[config.mk]
export PLATFORM = sky130hd
export DESIGN_NAME = chinese_remainder_combine
export DESIGN_NICKNAME = d
export VERILOG_FILES = /design/src/hdl/crc_pkg.sv /design/src/hdl/chinese_remainder_combine.sv /design/src/hdl/crc_arith.sv /design/src/hdl/crc_ctrl.sv
export VERILOG_INCLUDE_DIRS = /design/src /design/src/hdl
export SDC_FILE = /design/constraint.sdc
export NUM_CORES = 2
export LEC_CHECK = 0
export BUFFER_PORTS_ARGS = -buffer_cell sky130_fd_sc_hd__buf_2
export CORE_ASPECT_RATIO = 1.1
export CORE_MARGIN = 1
export CORE_UTILIZATION = 45
export CTS_BUF_LIST = sky130_fd_sc_hd__clkbuf_8
export DETAILED_ROUTE_END_ITERATION = 16
export SLEW_MARGIN = 10
export SYNTH_ARGS = -nofsm -noshare
export SYNTH_HDL_FRONTEND = slang
export SYNTH_SLANG_ARGS = --single-unit
[constraint.sdc]
create_clock -name clock -period 10.55 [get_ports clock]
set_clock_uncertainty 0.1 [all_clocks]
set_input_delay 2.11 -clock clock [delete_from_list [all_inputs] [get_ports clock]]
set_output_delay 2.11 -clock clock [all_outputs]
set_load 0.01 [all_outputs]
[src/hdl/chinese_remainder_combine_macros.svh]
// assertion macros for the congruence combiner
// no dependencies; included by the modules that check themselves
`ifndef CHINESE_REMAINDER_COMBINE_MACROS_SVH
`define CHINESE_REMAINDER_COMBINE_MACROS_SVH

// implication checked at every rising clock edge out of reset
`define CRC_ASSERT_IMPL(label, clk, rst, pre, post, msg) \
   label: assert property (@(posedge clk) disable iff (rst) (pre) |-> (post)) else $error(msg);

// implication whose consequent is due in the next cycle
`define CRC_ASSERT_NEXT(label, clk, rst, pre, post, msg) \
   label: assert property (@(posedge clk) disable iff (rst) (pre) |=> (post)) else $error(msg);

`endif

[src/hdl/crc_pkg.sv]
// shared types and constants of the congruence combiner
// no dependencies
package crc_pkg;

   typedef struct packed {
      logic signed [63:0] residue;
      logic [31:0]        modulus;
      logic               last_item;
   } req_type;

   typedef struct packed {
      logic [62:0] solution;
      logic [62:0] combined_modulus;
      logic [1:0]  status;
   } rsp_type;

   localparam logic [1:0] ST_OK    = 2'd0;
   localparam logic [1:0] ST_NOSOL = 2'd1;
   localparam logic [1:0] ST_OVF   = 2'd2;
   localparam logic [1:0] ST_RSVD  = 2'd3;

   localparam logic OP_DIV = 1'b0;
   localparam logic OP_MUL = 1'b1;

   localparam logic [63:0] MAX63 = 64'h7FFF_FFFF_FFFF_FFFF;

   typedef struct packed {
      logic        start;
      logic        op;
      logic [63:0] opa;
      logic [63:0] opb;
   } cmd_type;

   typedef struct packed {
      logic        busy;
      logic        done;
      logic [63:0] quo;
      logic [63:0] rem;
   } unit_out_type;

endpackage

[src/hdl/chinese_remainder_combine.sv]
// congruence combiner, top level: input handshake and result register
// depends on crc_pkg and crc_ctrl
//
// req channel: one word per congruence (residue, modulus, last_item).
// req_stall is high while a word is being merged; a word is taken when
// req_valid is high and req_stall low.
// rsp channel: one word per list, issued after the word marked last_item,
// holding the smallest nonnegative solution, the lcm and a status
// (solved, no solution, lcm overflow). Fault results carry zeros.
// Every word with a nonzero modulus runs, while the list holds no fault,
// through one bit-serial unit that divides or multiplies, one operation
// at a time. A word whose modulus divides or is divided by the running
// modulus needs only the residue reduction, the divisibility check and a
// residue compare; a full merge also runs the gcd and extended-gcd loops
// (at most about 46 steps each for 32-bit moduli).
// The result sits in an output register; while rsp_stall is high it holds
// and the result of the next list waits, with req_stall high, until it is taken.
// Reset clears the running residue to 0, modulus to 1 and status to solved.
module chinese_remainder_combine (
   input  logic             clock,
   input  logic             reset,
   input  logic             req_valid,
   output logic             req_stall,
   input  crc_pkg::req_type req_data,
   output logic             rsp_valid,
   input  logic             rsp_stall,
   output crc_pkg::rsp_type rsp_data
);

   logic             ctrl_idle, ctrl_push, out_free;
   crc_pkg::rsp_type ctrl_result;
   logic             rsp_valid_ff, rsp_valid_in;
   crc_pkg::rsp_type rsp_data_ff, rsp_data_in;

   assign out_free  = !rsp_valid_ff || !rsp_stall;
   assign req_stall = !ctrl_idle;

   crc_ctrl u_ctrl (
      .clock      (clock),
      .reset      (reset),
      .item_valid (req_valid),
      .item       (req_data),
      .out_free   (out_free),
      .idle       (ctrl_idle),
      .push       (ctrl_push),
      .result     (ctrl_result)
   );

   always_comb begin
      rsp_valid_in = rsp_valid_ff;
      rsp_data_in  = rsp_data_ff;
      if (ctrl_push) begin
         rsp_valid_in = 1'b1;
         rsp_data_in  = ctrl_result;
      end else if (!rsp_stall) begin
         rsp_valid_in = 1'b0;
      end
   end

   always_ff @(posedge clock) begin
      if (reset) begin
         rsp_valid_ff <= 1'b0;
      end else begin
         rsp_valid_ff <= rsp_valid_in;
      end
      rsp_data_ff <= rsp_data_in;
   end

   assign rsp_valid = rsp_valid_ff;
   assign rsp_data  = rsp_data_ff;

endmodule

[src/hdl/crc_arith.sv]
// shared bit-serial unit: 64/64 unsigned divide or 64x32 shift-add multiply
// depends on crc_pkg
module crc_arith (
   input  logic                  clock,
   input  logic                  reset,
   input  crc_pkg::cmd_type      cmd,
   output crc_pkg::unit_out_type res
);

   localparam logic [6:0] DIV_STEPS = 7'd64;
   localparam logic [6:0] MUL_STEPS = 7'd32;

   logic        busy_ff, busy_in;
   logic        done_ff, done_in;
   logic [6:0]  count_ff, count_in;
   logic        op_ff, op_in;
   logic [63:0] quo_ff, quo_in;
   logic [63:0] rem_ff, rem_in;
   logic [63:0] den_ff, den_in;
   logic [64:0] add_x, add_y, sum;

   always_comb begin
      if (op_ff == crc_pkg::OP_DIV) begin
         add_x = {rem_ff, quo_ff[63]};
         add_y = ~{1'b0, den_ff};
      end else begin
         add_x = {1'b0, rem_ff};
         add_y = {1'b0, quo_ff};
      end
      sum = add_x + add_y + {64'd0, (op_ff == crc_pkg::OP_DIV)};
   end

   always_comb begin
      busy_in  = busy_ff;
      done_in  = 1'b0;
      count_in = count_ff;
      op_in    = op_ff;
      quo_in   = quo_ff;
      rem_in   = rem_ff;
      den_in   = den_ff;
      if (cmd.start) begin
         busy_in  = 1'b1;
         op_in    = cmd.op;
         quo_in   = cmd.opa;
         rem_in   = 64'd0;
         den_in   = cmd.opb;
         count_in = (cmd.op == crc_pkg::OP_DIV) ? DIV_STEPS : MUL_STEPS;
      end else if (busy_ff) begin
         if (op_ff == crc_pkg::OP_DIV) begin
            if (!sum[64]) begin
               rem_in = sum[63:0];
               quo_in = {quo_ff[62:0], 1'b1};
            end else begin
               rem_in = add_x[63:0];
               quo_in = {quo_ff[62:0], 1'b0};
            end
         end else begin
            if (den_ff[0]) rem_in = sum[63:0];
            quo_in = {quo_ff[62:0], 1'b0};
            den_in = {1'b0, den_ff[63:1]};
         end
         count_in = count_ff - 7'd1;
         if (count_ff == 7'd1) begin
            busy_in = 1'b0;
            done_in = 1'b1;
         end
      end
   end

   always_ff @(posedge clock) begin
      if (reset) begin
         busy_ff  <= 1'b0;
         done_ff  <= 1'b0;
         count_ff <= 7'd0;
      end else begin
         busy_ff  <= busy_in;
         done_ff  <= done_in;
         count_ff <= count_in;
      end
      op_ff  <= op_in;
      quo_ff <= quo_in;
      rem_ff <= rem_in;
      den_ff <= den_in;
   end

   assign res.busy = busy_ff;
   assign res.done = done_ff;
   assign res.quo  = quo_ff;
   assign res.rem  = rem_ff;

endmodule

[src/hdl/crc_ctrl.sv]
// sequencer and running state of the congruence combiner
// depends on crc_pkg, crc_arith and chinese_remainder_combine_macros.svh
`include "chinese_remainder_combine_macros.svh"
module crc_ctrl (
   input  logic             clock,
   input  logic             reset,
   input  logic             item_valid,
   input  crc_pkg::req_type item,
   input  logic             out_free,
   output logic             idle,
   output logic             push,
   output crc_pkg::rsp_type result
);

   localparam logic [4:0] S_IDLE    = 5'd0;
   localparam logic [4:0] S_WAIT    = 5'd1;
   localparam logic [4:0] S_NORM    = 5'd2;
   localparam logic [4:0] S_DIVCHK  = 5'd3;
   localparam logic [4:0] S_AGREE   = 5'd4;
   localparam logic [4:0] S_GCD     = 5'd5;
   localparam logic [4:0] S_U1      = 5'd6;
   localparam logic [4:0] S_DIFFCHK = 5'd7;
   localparam logic [4:0] S_OVCHK   = 5'd8;
   localparam logic [4:0] S_DQ      = 5'd9;
   localparam logic [4:0] S_AG      = 5'd10;
   localparam logic [4:0] S_INV0    = 5'd11;
   localparam logic [4:0] S_EQ      = 5'd12;
   localparam logic [4:0] S_ES      = 5'd13;
   localparam logic [4:0] S_INVFIN  = 5'd14;
   localparam logic [4:0] S_X       = 5'd15;
   localparam logic [4:0] S_XM      = 5'd16;
   localparam logic [4:0] S_RES     = 5'd17;
   localparam logic [4:0] S_MOD     = 5'd18;
   localparam logic [4:0] S_FIN     = 5'd19;

   logic [4:0]  state_ff, state_in, ret_ff, ret_in;
   logic        last_ff, last_in, neg_ff, neg_in, dneg_ff, dneg_in;
   logic [31:0] m_ff, m_in;
   logic [62:0] r0_ff, r0_in, m0_ff, m0_in;
   logic [31:0] r1_ff, r1_in, m1_ff, m1_in, g_ff, g_in, u1_ff, u1_in;
   logic [63:0] qabs_ff, qabs_in;
   logic [31:0] dq_ff, dq_in, er0_ff, er0_in, er1_ff, er1_in;
   logic [63:0] es0_ff, es0_in, es1_ff, es1_in;
   logic [62:0] acc_r_ff, acc_r_in, acc_m_ff, acc_m_in;
   logic [1:0]  acc_st_ff, acc_st_in;

   crc_pkg::cmd_type      cmd;
   crc_pkg::unit_out_type u;

   logic [31:0] rem32, r1v, invv;
   logic [63:0] absr, diff, es0_fix;

   crc_arith u_arith (
      .clock (clock),
      .reset (reset),
      .cmd   (cmd),
      .res   (u)
   );

   assign rem32   = u.rem[31:0];
   assign absr    = item.residue[63] ? (64'd0 - item.residue) : item.residue;
   assign r1v     = (neg_ff && rem32 != 32'd0) ? (m_ff - rem32) : rem32;
   assign diff    = {32'd0, r1_ff} - {1'b0, r0_ff};
   assign es0_fix = es0_ff[63] ? (es0_ff + {32'd0, u1_ff}) : es0_ff;
   assign invv    = es0_fix[31:0];

   always_comb begin
      state_in  = state_ff;
      ret_in    = ret_ff;
      last_in   = last_ff;
      neg_in    = neg_ff;
      dneg_in   = dneg_ff;
      m_in      = m_ff;
      r0_in     = r0_ff;
      m0_in     = m0_ff;
      r1_in     = r1_ff;
      m1_in     = m1_ff;
      g_in      = g_ff;
      u1_in     = u1_ff;
      qabs_in   = qabs_ff;
      dq_in     = dq_ff;
      er0_in    = er0_ff;
      er1_in    = er1_ff;
      es0_in    = es0_ff;
      es1_in    = es1_ff;
      acc_r_in  = acc_r_ff;
      acc_m_in  = acc_m_ff;
      acc_st_in = acc_st_ff;
      cmd.start = 1'b0;
      cmd.op    = crc_pkg::OP_DIV;
      cmd.opa   = 64'd0;
      cmd.opb   = 64'd1;
      push      = 1'b0;
      unique case (state_ff)
         S_IDLE: begin
            if (item_valid) begin
               last_in = item.last_item;
               neg_in  = item.residue[63];
               m_in    = item.modulus;
               if (acc_st_ff != crc_pkg::ST_OK) begin
                  state_in = S_FIN;
               end else if (item.modulus == 32'd0) begin
                  acc_st_in = crc_pkg::ST_NOSOL;
                  state_in  = S_FIN;
               end else begin
                  cmd.start = 1'b1;
                  cmd.opa   = absr;
                  cmd.opb   = {32'd0, item.modulus};
                  ret_in    = S_NORM;
                  state_in  = S_WAIT;
               end
            end
         end
         S_WAIT: begin
            if (u.done) state_in = ret_ff;
         end
         S_NORM: begin
            if (acc_m_ff < {31'd0, m_ff}) begin
               r0_in = {31'd0, r1v};
               m0_in = {31'd0, m_ff};
               r1_in = acc_r_ff[31:0];
               m1_in = acc_m_ff[31:0];
            end else begin
               r0_in = acc_r_ff;
               m0_in = acc_m_ff;
               r1_in = r1v;
               m1_in = m_ff;
            end
            cmd.start = 1'b1;
            cmd.opa   = {1'b0, m0_in};
            cmd.opb   = {32'd0, m1_in};
            ret_in    = S_DIVCHK;
            state_in  = S_WAIT;
         end
         S_DIVCHK: begin
            cmd.start = 1'b1;
            state_in  = S_WAIT;
            if (u.rem == 64'd0) begin
               cmd.opa = {1'b0, r0_ff};
               cmd.opb = {32'd0, m1_ff};
               ret_in  = S_AGREE;
            end else begin
               g_in    = rem32;
               cmd.opa = {32'd0, m1_ff};
               cmd.opb = u.rem;
               ret_in  = S_GCD;
            end
         end
         S_AGREE: begin
            if (u.rem != {32'd0, r1_ff}) begin
               acc_st_in = crc_pkg::ST_NOSOL;
            end else begin
               acc_r_in = r0_ff;
               acc_m_in = m0_ff;
            end
            state_in = S_FIN;
         end
         S_GCD: begin
            cmd.start = 1'b1;
            state_in  = S_WAIT;
            if (u.rem == 64'd0) begin
               cmd.opa = {32'd0, m1_ff};
               cmd.opb = {32'd0, g_ff};
               ret_in  = S_U1;
            end else begin
               g_in    = rem32;
               cmd.opa = {32'd0, g_ff};
               cmd.opb = u.rem;
               ret_in  = S_GCD;
            end
         end
         S_U1: begin
            u1_in     = u.quo[31:0];
            dneg_in   = diff[63];
            cmd.start = 1'b1;
            cmd.opa   = diff[63] ? (64'd0 - diff) : diff;
            cmd.opb   = {32'd0, g_ff};
            ret_in    = S_DIFFCHK;
            state_in  = S_WAIT;
         end
         S_DIFFCHK: begin
            if (u.rem != 64'd0) begin
               acc_st_in = crc_pkg::ST_NOSOL;
               state_in  = S_FIN;
            end else begin
               qabs_in   = u.quo;
               cmd.start = 1'b1;
               cmd.opa   = crc_pkg::MAX63;
               cmd.opb   = {32'd0, u1_ff};
               ret_in    = S_OVCHK;
               state_in  = S_WAIT;
            end
         end
         S_OVCHK: begin
            if ({1'b0, m0_ff} > u.quo) begin
               acc_st_in = crc_pkg::ST_OVF;
               state_in  = S_FIN;
            end else begin
               cmd.start = 1'b1;
               cmd.opa   = qabs_ff;
               cmd.opb   = {32'd0, u1_ff};
               ret_in    = S_DQ;
               state_in  = S_WAIT;
            end
         end
         S_DQ: begin
            dq_in     = (dneg_ff && rem32 != 32'd0) ? (u1_ff - rem32) : rem32;
            cmd.start = 1'b1;
            cmd.opa   = {1'b0, m0_ff};
            cmd.opb   = {32'd0, g_ff};
            ret_in    = S_AG;
            state_in  = S_WAIT;
         end
         S_AG: begin
            cmd.start = 1'b1;
            cmd.opa   = u.quo;
            cmd.opb   = {32'd0, u1_ff};
            ret_in    = S_INV0;
            state_in  = S_WAIT;
         end
         S_INV0: begin
            er0_in = u1_ff;
            er1_in = rem32;
            es0_in = 64'd0;
            es1_in = 64'd1;
            if (rem32 == 32'd0) begin
               state_in = S_INVFIN;
            end else begin
               cmd.start = 1'b1;
               cmd.opa   = {32'd0, u1_ff};
               cmd.opb   = u.rem;
               ret_in    = S_EQ;
               state_in  = S_WAIT;
            end
         end
         S_EQ: begin
            er0_in    = er1_ff;
            er1_in    = rem32;
            cmd.start = 1'b1;
            cmd.op    = crc_pkg::OP_MUL;
            cmd.opa   = es1_ff;
            cmd.opb   = u.quo;
            ret_in    = S_ES;
            state_in  = S_WAIT;
         end
         S_ES: begin
            es0_in = es1_ff;
            es1_in = es0_ff - u.rem;
            if (er1_ff == 32'd0) begin
               state_in = S_INVFIN;
            end else begin
               cmd.start = 1'b1;
               cmd.opa   = {32'd0, er0_ff};
               cmd.opb   = {32'd0, er1_ff};
               ret_in    = S_EQ;
               state_in  = S_WAIT;
            end
         end
         S_INVFIN: begin
            cmd.start = 1'b1;
            cmd.op    = crc_pkg::OP_MUL;
            cmd.opa   = {32'd0, dq_ff};
            cmd.opb   = {32'd0, invv};
            ret_in    = S_X;
            state_in  = S_WAIT;
         end
         S_X: begin
            cmd.start = 1'b1;
            cmd.opa   = u.rem;
            cmd.opb   = {32'd0, u1_ff};
            ret_in    = S_XM;
            state_in  = S_WAIT;
         end
         S_XM: begin
            cmd.start = 1'b1;
            cmd.op    = crc_pkg::OP_MUL;
            cmd.opa   = {1'b0, m0_ff};
            cmd.opb   = u.rem;
            ret_in    = S_RES;
            state_in  = S_WAIT;
         end
         S_RES: begin
            acc_r_in  = r0_ff + u.rem[62:0];
            cmd.start = 1'b1;
            cmd.op    = crc_pkg::OP_MUL;
            cmd.opa   = {1'b0, m0_ff};
            cmd.opb   = {32'd0, u1_ff};
            ret_in    = S_MOD;
            state_in  = S_WAIT;
         end
         S_MOD: begin
            acc_m_in = u.rem[62:0];
            state_in = S_FIN;
         end
         S_FIN: begin
            if (!last_ff) begin
               state_in = S_IDLE;
            end else if (out_free) begin
               push      = 1'b1;
               acc_r_in  = 63'd0;
               acc_m_in  = 63'd1;
               acc_st_in = crc_pkg::ST_OK;
               state_in  = S_IDLE;
            end
         end
         default: begin
            state_in = S_IDLE;
         end
      endcase
   end

   always_comb begin
      result.status = acc_st_ff;
      if (acc_st_ff == crc_pkg::ST_OK) begin
         result.solution         = acc_r_ff;
         result.combined_modulus = acc_m_ff;
      end else begin
         result.solution         = 63'd0;
         result.combined_modulus = 63'd0;
      end
   end

   assign idle = (state_ff == S_IDLE);

   always_ff @(posedge clock) begin
      if (reset) begin
         state_ff  <= S_IDLE;
         ret_ff    <= S_IDLE;
         acc_r_ff  <= 63'd0;
         acc_m_ff  <= 63'd1;
         acc_st_ff <= crc_pkg::ST_OK;
      end else begin
         state_ff  <= state_in;
         ret_ff    <= ret_in;
         acc_r_ff  <= acc_r_in;
         acc_m_ff  <= acc_m_in;
         acc_st_ff <= acc_st_in;
      end
      last_ff <= last_in;
      neg_ff  <= neg_in;
      dneg_ff <= dneg_in;
      m_ff    <= m_in;
      r0_ff   <= r0_in;
      m0_ff   <= m0_in;
      r1_ff   <= r1_in;
      m1_ff   <= m1_in;
      g_ff    <= g_in;
      u1_ff   <= u1_in;
      qabs_ff <= qabs_in;
      dq_ff   <= dq_in;
      er0_ff  <= er0_in;
      er1_ff  <= er1_in;
      es0_ff  <= es0_in;
      es1_ff  <= es1_in;
   end

   `CRC_ASSERT_IMPL(a_busy_in_wait, clock, reset, u.busy, state_ff == S_WAIT, "unit busy outside wait")
   `CRC_ASSERT_IMPL(a_push_last, clock, reset, push, last_ff && out_free, "push without last word")
   `CRC_ASSERT_NEXT(a_push_clears, clock, reset, push, idle && acc_st_ff == crc_pkg::ST_OK && acc_m_ff == 63'd1, "state not cleared after list")
   `CRC_ASSERT_IMPL(a_status_code, clock, reset, 1'b1, acc_st_ff != crc_pkg::ST_RSVD, "reserved status")

endmodule

==> metrics.txt <==
status complete, no violations; CP bufs+invs 2; number of routed nets with antenna violations 0; Setup crit start kind flop; Avg Synthesized Cell Area 9.28 um^2; total track usage 0.401; final worst-path cycle share 0.672; fin util 0.500; TNS Setup 0 ps; number of buffers inserted by hold repair at cts 0; leakage 0.0299 uW; Critical R2R Launch u_ctrl.u_arith.op_ff$_DFFE_PP_; largest net degree at the start of global routing 126; CTS Buf Count 184; Synth warnings 0; Vias/cell 6.75; Post-Syn Nets 8,160; RD Place Congestion 1.04; first-pass GRT wire length 459 mm; crit path to u_ctrl.u_arith.rem_ff[49]$_SDFFE_PP0P_; Critical Path Max Stage Delay 1000 ps; Worst Path Max Fanout 78; layout cells sized above 1 0.106; Worst-Margin Slew 1290 ps; post-detail-place hpwl 244 mm; largest area contributor in the netlist edfxtp_1; synthesized flop and latch total 1,046; WS Path Type flop to flop; Required @ worst endpoint 11,270 ps; most common cell in the netlist edfxtp_1; DIE AREA 159,000 um^2; Max Cap Violations 0; worst reg-to-reg setup slack 3460 ps; largest cells by area after synthesis edfxtp_1 35%, ha_1 7.3%, dfxtp_1 6.0%, a21oi_1 4.1%, nand2_1 3.7%; RSZ-0062 raised after global routing no; Post-synth top cells 834 x edfxtp_1, 695 x nand2_1, 580 x a21oi_1; Slowest cell on crit path a31oi_4; Overflow after GRT 0; First-pass DRT Iterations 16; die height 418 um; R2R Path End u_ctrl.u_arith.rem_ff[49]$_SDFFE_PP0P_; Layout area overhead 10.2%; CTS tree yes; ys flop type edfxtp_1; GRT busiest layer met1; Setup Buffers After CTS 0; synthesized area 70,900 um^2; Mapped Cells 7,640; final setup fails 0; initial core utilization 0.454; R2R cell count 18; wirelength, routed 331 mm; Rows 152; Rel. slew slack 0.138; CP cell instances buf_4, mux2i_1, fa_1, fa_1, nand2b_1, a21o_1, a21oi_1, o21ai_0, a21oi_1, nor2_1, a21oi_1, a211o_1, o2111ai_1, a31oi_4, buf_12, nor2_1, a222oi_1, nor2_1; CP top delay family compound AO/OA/AOI/OAI gates; initial antenna violation count 19; Slew Viols, Final 0; HP Class flop to flop; origin of the worst setup path u_ctrl.u_arith.op_ff$_DFFE_PP_; GR Util met1 0.551; Die Wd 381 um; Worst-Skew Late Latency 1010 ps; Final Hold Vio Count 0; critical path data arrival time 7810 ps; M2 GR Usage 0.551; core footprint 156,000 um^2; fin crit period 7090 ps; WL per Instance 33.3 um; fraction of registers with async set/reset 0; number of synthesized flops with an enable pin 834; CTS max path bufs 3; post-CTS resize count 0; IO Pins 231; post-synth top area share 0.353; IO buf count 230; clock-pin slew on the worst setup and hold paths 70 ps; vias in the first global route 61,509; maximum achievable frequency 141 MHz; via count 67,190; fin nets 8,229; Power Total 19,400 uW; power density cells 248 nW/um^2; sequential share of the synthesized area 0.413; htree depth 4; root buffer cell clkbuf_8; Crit. path cell count 18; Setup crit end kind flop; DR iter-0 viols 10,627; DRC violations left 0; CTS sink count 1,046; VDD IR max 182 uV; GR Util met3 0.156; Synth cell types 100
## worst min-delay path, cell delays in order (launching register included)
cell     delay (ps)
dfxtp_1         310
nand2_1          50
a21oi_1          50
## cells in the final DEF (no fill, tap or decap), types with 110 or more instances in the layout
cell,synthesis,layout
a211oi_1,165,164
a21o_1,243,242
a21oi_1,580,577
a221oi_1,181,181
a222oi_1,112,112
and2_1,139,138
and3_1,111,110
buf_2,10,229
buf_4,1,163
clkbuf_8,0,202
dfxtp_1,212,211
edfxtp_1,834,834
ha_1,411,411
inv_1,328,391
mux2i_1,137,137
nand2_1,695,689
nand3_1,159,155
nand4_1,124,124
nor2_1,531,518
nor3_1,220,215
o21ai_0,465,465
xnor2_1,262,262
xor2_1,186,186
## layout make-up
type / count / area [um^2]
repair buffers: 399 / 2500
flip-flops and latches: 1046 / 29300
inverters: 331 / 1250
fillers: 14789 / 78200
well taps: 2079 / 2600
clock inverters: 144 / 908
multi-input cells: 5747 / 38800
diodes: 4 / 10.0
clock buffers: 202 / 2780
## flip-flops by register name, indices dropped and copies added, names as in the netlist, 2 cells and up
signal	flops
rsp_data	128
u_ctrl.acc_m_ff	63
u_ctrl.acc_r_ff	63
u_ctrl.acc_st_ff	2
u_ctrl.dq_ff	32
u_ctrl.er0_ff	32
u_ctrl.er1_ff	32
u_ctrl.es0_ff	64
u_ctrl.es1_ff	64
u_ctrl.g_ff	32
u_ctrl.m0_ff	63
u_ctrl.m1_ff	32
u_ctrl.m_ff	32
u_ctrl.qabs_ff	64
u_ctrl.r0_ff	63
u_ctrl.r1_ff	32
u_ctrl.ret_ff	5
u_ctrl.state_ff	5
u_ctrl.u1_ff	32
u_ctrl.u_arith.count_ff	7
u_ctrl.u_arith.den_ff	64
u_ctrl.u_arith.quo_ff	64
u_ctrl.u_arith.rem_ff	64
## stage by stage
stage,setup slack (ps),cell area (um^2),std cells,hold WS (ps)
CTS,3690,78100,9948,364
global placement,3730,74400,9602,350
floorplan,1500,70900,7640,306
finish,3460,78100,9952,366
detailed placement,3670,74400,9602,353
global route,3260,78100,9951,381
## metal layers
| layer | routed length, um | share of wire |
|---|---|---|
| met1 | 134000 | 0.40 |
| met2 | 131000 | 0.40 |
| met3 | 49900 | 0.15 |
| met4 | 16100 | 0.049 |
| met5 | 70 | 0.00021 |
## worst min-delay path by stage
stage | depth (start not counted) | end | from | slack [ps]
2_1_floorplan | 0 | rsp_data[0]$_DFFE_PP_ | u_ctrl.acc_st_ff[0]$_SDFFE_PP0P_ | 310
3_3_place_gp | 2 | u_ctrl.state_ff[3]$_SDFFE_PP0P_ | u_ctrl.ret_ff[3]$_SDFFE_PP0P_ | 350
3_5_place_dp | 2 | u_ctrl.state_ff[3]$_SDFFE_PP0P_ | u_ctrl.ret_ff[3]$_SDFFE_PP0P_ | 350
4_1_cts | 2 | u_ctrl.state_ff[3]$_SDFFE_PP0P_ | u_ctrl.ret_ff[3]$_SDFFE_PP0P_ | 360
5_1_grt | 2 | u_ctrl.state_ff[3]$_SDFFE_PP0P_ | u_ctrl.ret_ff[3]$_SDFFE_PP0P_ | 380
6_report | 2 | u_ctrl.state_ff[3]$_SDFFE_PP0P_ | u_ctrl.ret_ff[3]$_SDFFE_PP0P_ | 370
## report_power, final
part | switching [uW] | leakage (uW) | internal (uW)
combinational | 6290 | 0.0187 | 3170
clock | 1950 | 0.00214 | 2010
sequential | 691 | 0.00906 | 5280
## kinds of logic after synthesis
family | after synthesis | synth area share
adder cells (fa/ha/maj) | 419 | 0.0748
AO/OA/AOI/OAI | 2332 | 0.223
buffers and inverters | 847 | 0.0451
XOR/XNOR | 448 | 0.0553
flip-flops | 1046 | 0.413
AND/OR/NAND/NOR | 2353 | 0.161
multiplexers | 195 | 0.0286
Note: power is estimated with default switching activity, not from simulation.
